## config.mk

```make
export PLATFORM = sky130hd
export DESIGN_NAME = hsc_ctrl
export DESIGN_NICKNAME = d
export VERILOG_FILES = /design/src/rtl/hsc_pkg.sv /design/src/rtl/hsc_ctrl.sv
export SDC_FILE = /design/constraint.sdc
export NUM_CORES = 1
export LEC_CHECK = 0
export ABC_AREA = 1
export BUFFER_PORTS_ARGS = -buffer_cell sky130_fd_sc_hd__buf_4
export CORE_MARGIN = 8
export CORE_UTILIZATION = 45
export DETAILED_ROUTE_END_ITERATION = 10
export GPL_ROUTABILITY_DRIVEN = 0
export PLACE_DENSITY = 0.75
export SLEW_MARGIN = 20
export SYNTH_ARGS = -nofsm -noshare
export SYNTH_HDL_FRONTEND = slang
export SYNTH_SLANG_ARGS = --single-unit
```

## constraint.sdc

```tcl
create_clock -name clk -period 1.35 [get_ports clk]
set_input_delay 0.0675 -clock clk [delete_from_list [all_inputs] [get_ports clk]]
set_output_delay 0.0675 -clock clk [all_outputs]
set_load 0.02 [all_outputs]
```

## src/rtl/hsc_pkg.sv

```systemverilog
// ---------------------------------------------------------------------------
// hsc_pkg
// Shared widths, reset values, codes and controller-datapath structs for the
// homography sanity check.
// ---------------------------------------------------------------------------
`default_nettype none

package hsc_pkg;

    localparam int MAT_N   = 9;   // matrix entries
    localparam int CRN_N   = 4;   // reference corners
    localparam int VAL_W   = 32;  // Q16.16 word
    localparam int FRM_W   = 13;  // frame size registers
    localparam int DLIM_W  = 10;  // determinant limit register
    localparam int AREA_W  = 16;  // minimum area register
    localparam int NUM_W   = 50;  // projective numerator and denominator
    localparam int OPD_W   = 33;  // multiplier operand
    localparam int PRD_W   = 66;  // multiplier product
    localparam int ACC_W   = 68;  // accumulator, holds cross products exactly
    localparam int CFG_IW  = 2;
    localparam int CFG_DW  = 16;
    localparam int DIV_STEPS = 31;

    localparam logic [FRM_W-1:0]  RST_FRAME_W   = 13'd640;
    localparam logic [FRM_W-1:0]  RST_FRAME_H   = 13'd480;
    localparam logic [DLIM_W-1:0] RST_DET_LIMIT = 10'd10;
    localparam logic [AREA_W-1:0] RST_MIN_AREA  = 16'd400;

    typedef enum logic [CFG_IW-1:0] {
        CFG_FRAME_W,
        CFG_FRAME_H,
        CFG_DET_LIMIT,
        CFG_MIN_AREA
    } cfg_idx_t;

    typedef enum logic [3:0] {
        MS_NONE,
        MS_H0X,
        MS_H1Y,
        MS_H3X,
        MS_H4Y,
        MS_H6X,
        MS_H7Y,
        MS_DET0,
        MS_DET1,
        MS_CRA,
        MS_CRB,
        MS_AREA
    } mul_sel_t;

    typedef enum logic [2:0] {
        ACC_HOLD,
        ACC_LOAD_H2,
        ACC_LOAD_H5,
        ACC_LOAD_H8,
        ACC_ADD_SHIFT,
        ACC_LOAD_P,
        ACC_SUB_P
    } acc_op_t;

    typedef struct packed {
        logic     store;      // write the accepted word into the stores
        logic     start_eval; // clear matrix marks and the area sum
        logic     zero;       // missing entries: zero corners, fail
        mul_sel_t mul_sel;
        acc_op_t  acc_op;
        logic     save_w;
        logic     div_start;
        logic     wp_wr;
        logic     wp_y;
        logic     det_chk;
        logic     cr_rec;
        logic     fin;
        logic [1:0] sel;      // corner, cross product or result number
    } hsc_cmd_t;

    typedef struct packed {
        logic all_loaded;
        logic div_done;
    } hsc_status_t;

endpackage

`default_nettype wire

```

## src/rtl/hsc_ctrl.sv

```systemverilog
// ---------------------------------------------------------------------------
// hsc_ctrl
// Controller: sequences loads, the per-corner warp, the determinant and
// convexity products, the final check and the four result words.
// ---------------------------------------------------------------------------
`default_nettype none

module hsc_ctrl (
    input  wire logic                 clk,
    input  wire logic                 rst_n,
    input  wire logic                 in_valid,
    input  wire logic                 in_evaluate,
    output logic                      in_ready,
    input  wire logic                 out_ready,
    output logic                      out_valid,
    output logic                      out_last,
    input  wire hsc_pkg::hsc_status_t status,
    output hsc_pkg::hsc_cmd_t         cmd
);

    typedef enum logic [4:0] {
        S_IDLE, S_START, S_INIT, S_MULY, S_ADDY, S_SAVE, S_DIV,
        S_DET0, S_DET1, S_DET2, S_DET3,
        S_CR0, S_CR1, S_CR2, S_CR3,
        S_AREA, S_FIN, S_EMIT
    } state_t;

    typedef enum logic [1:0] {
        ROW_X,
        ROW_Y,
        ROW_W
    } row_t;

    state_t     state_reg, state_next;
    row_t       row_reg, row_next;
    logic [1:0] sel_reg, sel_next;

    always_comb
    begin
        state_next = state_reg;
        row_next   = row_reg;
        sel_next   = sel_reg;
        cmd        = '0;
        cmd.sel    = sel_reg;
        in_ready   = 1'b0;
        out_valid  = 1'b0;
        out_last   = 1'b0;
        unique case (state_reg)
            S_IDLE:
            begin
                in_ready = 1'b1;
                if (in_valid)
                begin
                    cmd.store = 1'b1;
                    if (in_evaluate)
                    begin
                        state_next = S_START;
                    end
                end
            end
            S_START:
            begin
                cmd.start_eval = 1'b1;
                sel_next       = '0;
                if (!status.all_loaded)
                begin
                    cmd.zero   = 1'b1;
                    state_next = S_EMIT;
                end
                else
                begin
                    row_next   = ROW_W;
                    state_next = S_INIT;
                end
            end
            S_INIT:
            begin
                unique case (row_reg)
                    ROW_X:   begin cmd.acc_op = hsc_pkg::ACC_LOAD_H2; cmd.mul_sel = hsc_pkg::MS_H0X; end
                    ROW_Y:   begin cmd.acc_op = hsc_pkg::ACC_LOAD_H5; cmd.mul_sel = hsc_pkg::MS_H3X; end
                    default: begin cmd.acc_op = hsc_pkg::ACC_LOAD_H8; cmd.mul_sel = hsc_pkg::MS_H6X; end
                endcase
                state_next = S_MULY;
            end
            S_MULY:
            begin
                cmd.acc_op = hsc_pkg::ACC_ADD_SHIFT;
                unique case (row_reg)
                    ROW_X:   cmd.mul_sel = hsc_pkg::MS_H1Y;
                    ROW_Y:   cmd.mul_sel = hsc_pkg::MS_H4Y;
                    default: cmd.mul_sel = hsc_pkg::MS_H7Y;
                endcase
                state_next = S_ADDY;
            end
            S_ADDY:
            begin
                cmd.acc_op = hsc_pkg::ACC_ADD_SHIFT;
                state_next = S_SAVE;
            end
            S_SAVE:
            begin
                if (row_reg == ROW_W)
                begin
                    cmd.save_w = 1'b1;
                    row_next   = ROW_X;
                    state_next = S_INIT;
                end
                else
                begin
                    cmd.div_start = 1'b1;
                    state_next    = S_DIV;
                end
            end
            S_DIV:
            begin
                if (status.div_done)
                begin
                    cmd.wp_wr = 1'b1;
                    cmd.wp_y  = (row_reg == ROW_Y);
                    if (row_reg == ROW_X)
                    begin
                        row_next   = ROW_Y;
                        state_next = S_INIT;
                    end
                    else if (sel_reg == 2'd3)
                    begin
                        sel_next   = '0;
                        state_next = S_DET0;
                    end
                    else
                    begin
                        sel_next   = sel_reg + 2'd1;
                        row_next   = ROW_W;
                        state_next = S_INIT;
                    end
                end
            end
            S_DET0:
            begin
                cmd.mul_sel = hsc_pkg::MS_DET0;
                state_next  = S_DET1;
            end
            S_DET1:
            begin
                cmd.acc_op  = hsc_pkg::ACC_LOAD_P;
                cmd.mul_sel = hsc_pkg::MS_DET1;
                state_next  = S_DET2;
            end
            S_DET2:
            begin
                cmd.acc_op = hsc_pkg::ACC_SUB_P;
                state_next = S_DET3;
            end
            S_DET3:
            begin
                cmd.det_chk = 1'b1;
                state_next  = S_CR0;
            end
            S_CR0:
            begin
                cmd.mul_sel = hsc_pkg::MS_CRA;
                state_next  = S_CR1;
            end
            S_CR1:
            begin
                cmd.acc_op  = hsc_pkg::ACC_LOAD_P;
                cmd.mul_sel = hsc_pkg::MS_CRB;
                state_next  = S_CR2;
            end
            S_CR2:
            begin
                cmd.acc_op = hsc_pkg::ACC_SUB_P;
                state_next = S_CR3;
            end
            S_CR3:
            begin
                cmd.cr_rec = 1'b1;
                sel_next   = sel_reg + 2'd1;
                state_next = (sel_reg == 2'd3) ? S_AREA : S_CR0;
            end
            S_AREA:
            begin
                cmd.mul_sel = hsc_pkg::MS_AREA;
                state_next  = S_FIN;
            end
            S_FIN:
            begin
                cmd.fin    = 1'b1;
                sel_next   = '0;
                state_next = S_EMIT;
            end
            S_EMIT:
            begin
                out_valid = 1'b1;
                out_last  = (sel_reg == 2'd3);
                if (out_ready)
                begin
                    sel_next = sel_reg + 2'd1;
                    if (sel_reg == 2'd3)
                    begin
                        state_next = S_IDLE;
                    end
                end
            end
            default: state_next = S_IDLE;
        endcase
    end

    always_ff @(posedge clk or negedge rst_n)
    begin
        if (!rst_n)
        begin
            state_reg <= S_IDLE;
            row_reg   <= ROW_W;
            sel_reg   <= '0;
        end
        else
        begin
            state_reg <= state_next;
            row_reg   <= row_next;
            sel_reg   <= sel_next;
        end
    end

    // An evaluation never produces a word in the cycle right after the request.
    a_no_early_word: assert property (@(posedge clk) disable iff (!rst_n)
        (in_valid && in_ready && in_evaluate) |=> !out_valid)
        else $error("result word right after evaluate request");

    // Emission stops only after the fourth word went out.
    a_four_words: assert property (@(posedge clk) disable iff (!rst_n)
        $fell(out_valid) |-> ($past(sel_reg) == 2'd3 && $past(out_ready)))
        else $error("result burst ended early");

    // The divider finishes only while the controller waits for it.
    a_div_wait: assert property (@(posedge clk) disable iff (!rst_n)
        status.div_done |-> state_reg == S_DIV)
        else $error("divider finished outside the wait state");

endmodule

`default_nettype wire

```

Yosys cells after proc, flatten, opt, wreduce, memory -nomap -nowiden
Index checks and enable logic that the tools add are counted.
{"block": "totals", "regBits": 9, "inputBits": 7, "output_inout_bits": 22, "elab_cells": 85}
{"block": "classes", "addsub": 1, "eq_ne": 29, "n_mux": 41, "n_reduce_logical": 11}
{"cell": "$pmux W5 S18", "count": 1}
{"cell": "$eq A5 B4 Y1 const B", "count": 8}
{"cell": "$mux W5", "count": 6}
{"cell": "$pmux W4 S7", "count": 1}
{"cell": "$mux W2", "count": 13}
{"cell": "$eq A5 B3 Y1 const B", "count": 4}
{"cell": "$ne A2 B2 Y1 const B", "count": 8}
{"cell": "$mux W3", "count": 4}
{"cell": "$pmux W3 S4", "count": 1}
{"cell": "$pmux W6 S2", "count": 1}
{"cell": "$mux W1", "count": 11}
{"cell": "$eq A5 B2 Y1 const B", "count": 2}
{"cell": "$eq A5 B5 Y1 const B", "count": 2}
{"cell": "$reduce_and A5 Y1", "count": 2}
{"cell": "$pmux W2 S4", "count": 1}
{"cell": "$reduce_or A2 Y1", "count": 4}
{"cell": "$pmux W2 S3", "count": 1}
{"cell": "$pmux W3 S2", "count": 1}
{"cell": "$eq A5 B1 Y1 const B", "count": 1}
{"cell": "$logic_not A5 Y1", "count": 1}
{"cell": "$eq A2 B2 Y1 const B", "count": 2}
{"cell": "$reduce_and A4 Y1", "count": 1}
{"cell": "$reduce_bool A4 Y1", "count": 1}
{"cell": "$ne A3 B3 Y1 const B", "count": 1}
{"cell": "4 further kinds", "count": 4}

Longest topological paths before layout
{"block": "logic_depth", "depth_word": 5, "depth_mapped": 9, "mapped_depth_nobuf": 9}

Least setup slack after synthesis
OpenSTA, ideal clock, no wires.
{"block": "synth_timing", "path_kind": "reg-to-output", "startpoint": "register state_reg[0]", "endpoint": "output port cmd[5] in the netlist's numbering", "arrival_time_ns": 1.503, "required_time_ns": 1.283, "setup_slack_ns": -0.221, "path_stages_with_launch": 6, "n_path_buf": 0, "cell_sequence": "dfrtp_1 -> inv_1 -> nand2_1 -> nor2_4 -> nand2_2 -> nor4_1"}
{"item": "from (decl)", "line": "hsc_ctrl.sv:34", "text": "state_t state_reg, state_next;"}
{"item": "from (signal assigned)", "line": "hsc_ctrl.sv:219", "text": "state_reg <= state_next;"}
{"item": "to (decl)", "line": "hsc_ctrl.sv:18", "text": "output hsc_pkg::hsc_cmd_t cmd"}

==> results <==
- Leaving out fill and tap cells, the most frequent cells in the layout are buf_4, nand2_1, buf_6.
- The master cell of the clock root buffer is clkbuf_4.
- After global routing the overflow that remains totals 0.
- The number of cells in the design after placement is 223.
- The total standard cell area after synthesis is 927 um^2.
- The most numerous cell type found on the critical path is buf_6.
- The antenna violation net count after detailed routing is 0.
- The shortest clock period the worst path allows after layout is 1.74 ns.
- Net switching is 54.0% of the power.
- The clock tree from TritonCTS is done.
- The checks that failed: negative setup slack.
- The number of nets in the layout is 231.
- At the end of the flow the core is filled with cells to 94.6%.
- At the pin with the least slew margin, the transition time is 0.381 ns.
- For this run, the number of Yosys warnings is 0.
- The fraction of the cycle the final worst path needs is 129%.
- After detailed routing, the number of remaining DRC violations is 0.
- The number of maximum-capacitance constraint violations is 0.
- The horizontal die dimension is 61.4 um.
- The area of the die is 3770 um^2.
- The die height is 61.4 um.
- The multi-input combinational cells in the finished layout cover a total of 861 um^2.
- The clock skew is 0.00525 ns.
- The ratio of total power to cell area is 2460 nW/um^2.
- The sort of element at the end of the critical path is a primary output.
- The number of vias in the routed layout is 1,580.
- Leaving out fill and tap cells, the most frequent cell in the layout is buf_4.
- The largest fanout on the critical path is 6.
- The clock network burns 5.4% of the power.
- In this run the count of I/O pins placed on the die edge is 29.
- The average cell area after synthesis is 6.10 um^2.
- Wires add up to 5700 um.
- The layout filler cell count is 62.
- The max-slew violation count was 0.
- The number of rows in the core area is 16.
- The maximum number of pins on one net before global-route repair is 10.
- The signal arrival time at the worst endpoint is 1.67 ns.
- For this run, global-route usage on met1 was measured as 24.6%.
- Setup slack on the critical path of the routed design comes to -0.392 ns.
- The final count of negative-setup-slack endpoints is 29.
- For this design the static power due to leakage is 0.987 nW.
- The via count of the first global-routing pass is 1,349.
- 0 antenna diodes ended up in the layout.
- Headroom to the max-slew limit came out at 74.5%.
- The portion of total power attributed to combinational logic is 81.6%.
- Across all hold checks on the routed design, the worst slack comes to 0.154 ns.
- The proportion of power drawn by flip-flops and latches is 13.0%.
- The number of flip-flops under the largest register name is 5.
- After floorplanning, the core was sized to cover 1960 um^2.
- In the synthesized netlist, the number of instances is 152.
- The global routing usage on met3 is 5.01%.
- Summed over its instances, the top area cell type makes up 21.6% of the synthesized netlist area.
- The most crowded layer after global routing is met2.
- The half-perimeter wire length after placement is 2420 um.
- The area growth from synthesis to layout is 100%.
- The final count of hold timing violations is 0.
- The maximum resistive drop on vdd is 1.81 mV.
- After clock tree synthesis, the clock-pin slew on the worst setup and hold paths is 0.08 ns.
- The run finished, with violations left.
- The sum of negative setup slack is -7.27 ns.
- The largest individual stage delay along the critical path comes from the cell dfrtp_2.
- The worst hold path class is in2async.
- The post-detailed-route wirelength per cell is 22.9 um.
- The maximum clock insertion buffer count is 2.
- The sequential fraction of the synthesis area is 24.4%.
- The worst stage delay on the critical path is 0.50 ns.
- The TritonCTS buffer count is 3.
- Among cell families on the critical path, the largest total delay comes from flip-flops.
- The number of antenna violations at the first check in global routing came to 0.
- The pre-antenna-repair detailed-routing pass consisted of 5 iterations.
- The switching power total is 2.47 mW.
- The count of clock tree sinks is 9.
- During placement, the flow inserted port buffers numbering 28.
- The first-pass GRT wire length is 6180 um.
- In the final layout, the share of cells above drive strength 1 is 65.8%.
- Traced cell by cell, the critical path runs through inv_2 > nand2_4 > buf_6 > nor2_4 > inv_4 > o21ai_2 > buf_6.
- At the placement stage, the worst setup path has a slack of -0.0772 ns.
- The count of buffer and inverter cells on the critical path is 4.
- The endpoint required time on the critical path is 1.28 ns.
- The initial core utilization is 47.3%.
- For the worst-skew pair, the clock arrives at the later sink with an insertion delay of 0.28 ns.
- In the final layout, flip-flops and latches occupy 235 um^2.
- In this run the number of H-tree levels came out at 1.
- The setup path with the least slack is of type reg2out.
- Synthesis instantiated 25 different standard cells from the library.
- The ratio of routed vias to standard cells is 6.35.
- In this run, synthesis produced a sequential element count of 9.
- By area the synthesized netlist is led by dfrtp_1, nand2_1, inv_1, nor2_1, nand3_1.
- In the global route stage, met2 resource usage came out at 37.9%.
- Setup repair after global routing could not meet its margin everywhere.
- Summed over all instances, the cell type with the most area after synthesis is dfrtp_1.
- Derived from the worst setup path, the maximum achievable clock frequency is 0.574 GHz.
- The global-route usage over all layers is 21.9%.
- The detailed router's first-iteration violation count is 179.
- The startpoint kind of the worst setup timing path is a flop.
- When the netlist entered floorplanning its net count stood at 160.
- The number of cells in the finished layout apart from fillers is 249.
- The internal power is 2.10 mW.
-- cell usage after synthesis, drive strengths merged --
cell     count
nand2       50
nor2        29
inv         24
nand3       16
dfrtp        8
o21ai        8
nand4        4
nand3b       2
nor3         2
o211ai       2
and2         1
and3         1
buf          1
dfstp        1
ha           1
nor4         1
o2111ai      1
-- worst register-to-register path: stages, from the launching register on --
cell,delay [ns]
dfrtp_2,0.50
inv_2,0.13
nand2_4,0.08
nor2_4,0.17
buf_6,0.18
nand3_4,0.12
nand2_4,0.13
nor2_2,0.06
nand2_1,0.06
nand2_1,0.05
-- power groups by stage --
stage / combinational [mW] / sequential, mW / clock (mW)
final: 3.73 / 0.594 / 0.246
after global placement: 2.24 / 0.514 / 0
after CTS: 2.76 / 0.558 / 0.228
after detailed placement: 2.26 / 0.520 / 0
after floorplan: 1.31 / 0.565 / 0
after global routing: 3.86 / 0.586 / 0.250
-- through the flow --
stage / instance area, um^2 / power (mW)
CTS: 1630 / 3.55
global placement: 1320 / 2.75
floorplan: 947 / 1.87
global route: 1860 / 4.70
detailed placement: 1320 / 2.78
finish: 1860 / 4.57
-- cell families after synthesis --
kind of cell	count (synthesis)	share of synthesized area (%)
AO/OA/AOI/OAI	11	6.88
adder cells (fa/ha/maj)	1	1.35
buffers and inverters	25	10.5
flip-flops	9	24.4
AND/OR/NAND/NOR	106	56.8
-- final cells by class --
class / instances / share of cell area, %
Multi-Input combinational cell: 118 / 46.4
Tap cell: 27 / 1.82
Inverter: 24 / 5.39
Sequential cell: 9 / 12.7
Timing Repair Buffer: 67 / 32.3
Clock buffer: 4 / 1.42
-- worst paths after layout --
check	start	to	slack [ns]	cells past startpoint
max in group asynchronous	rst_n	row_reg[1]	0.97	2
worst max-delay path	state_reg[0]	cmd[10]	-0.39	7
worst min-delay path	rst_n	sel_reg[0]	0.15	2
min in group clk	status[1]	row_reg[0]	0.24	5
worst min register to register	row_reg[1]	row_reg[1]	0.50	2
worst max register to register	state_reg[0]	sel_reg[1]	-0.24	9
-- metal layers --
layer / share of wire, % / routed length (um) / vias up
met3: 11 / 641 / 59
met1: 33 / 1910 / 729
li1: - / - / 629
met2: 47 / 2680 / 163
met5: 0 / 0 / -
met4: 8.2 / 470 / 0
-- repair_timing --
action	CTS	global route
hold endpoints to repair	9	0
pin swaps	20	15
setup buffers	9	13
hold buffers	1	0
setup endpoints to repair	27	29
gates resized for setup	66	39
Note: power is estimated with default switching activity, not from simulation.
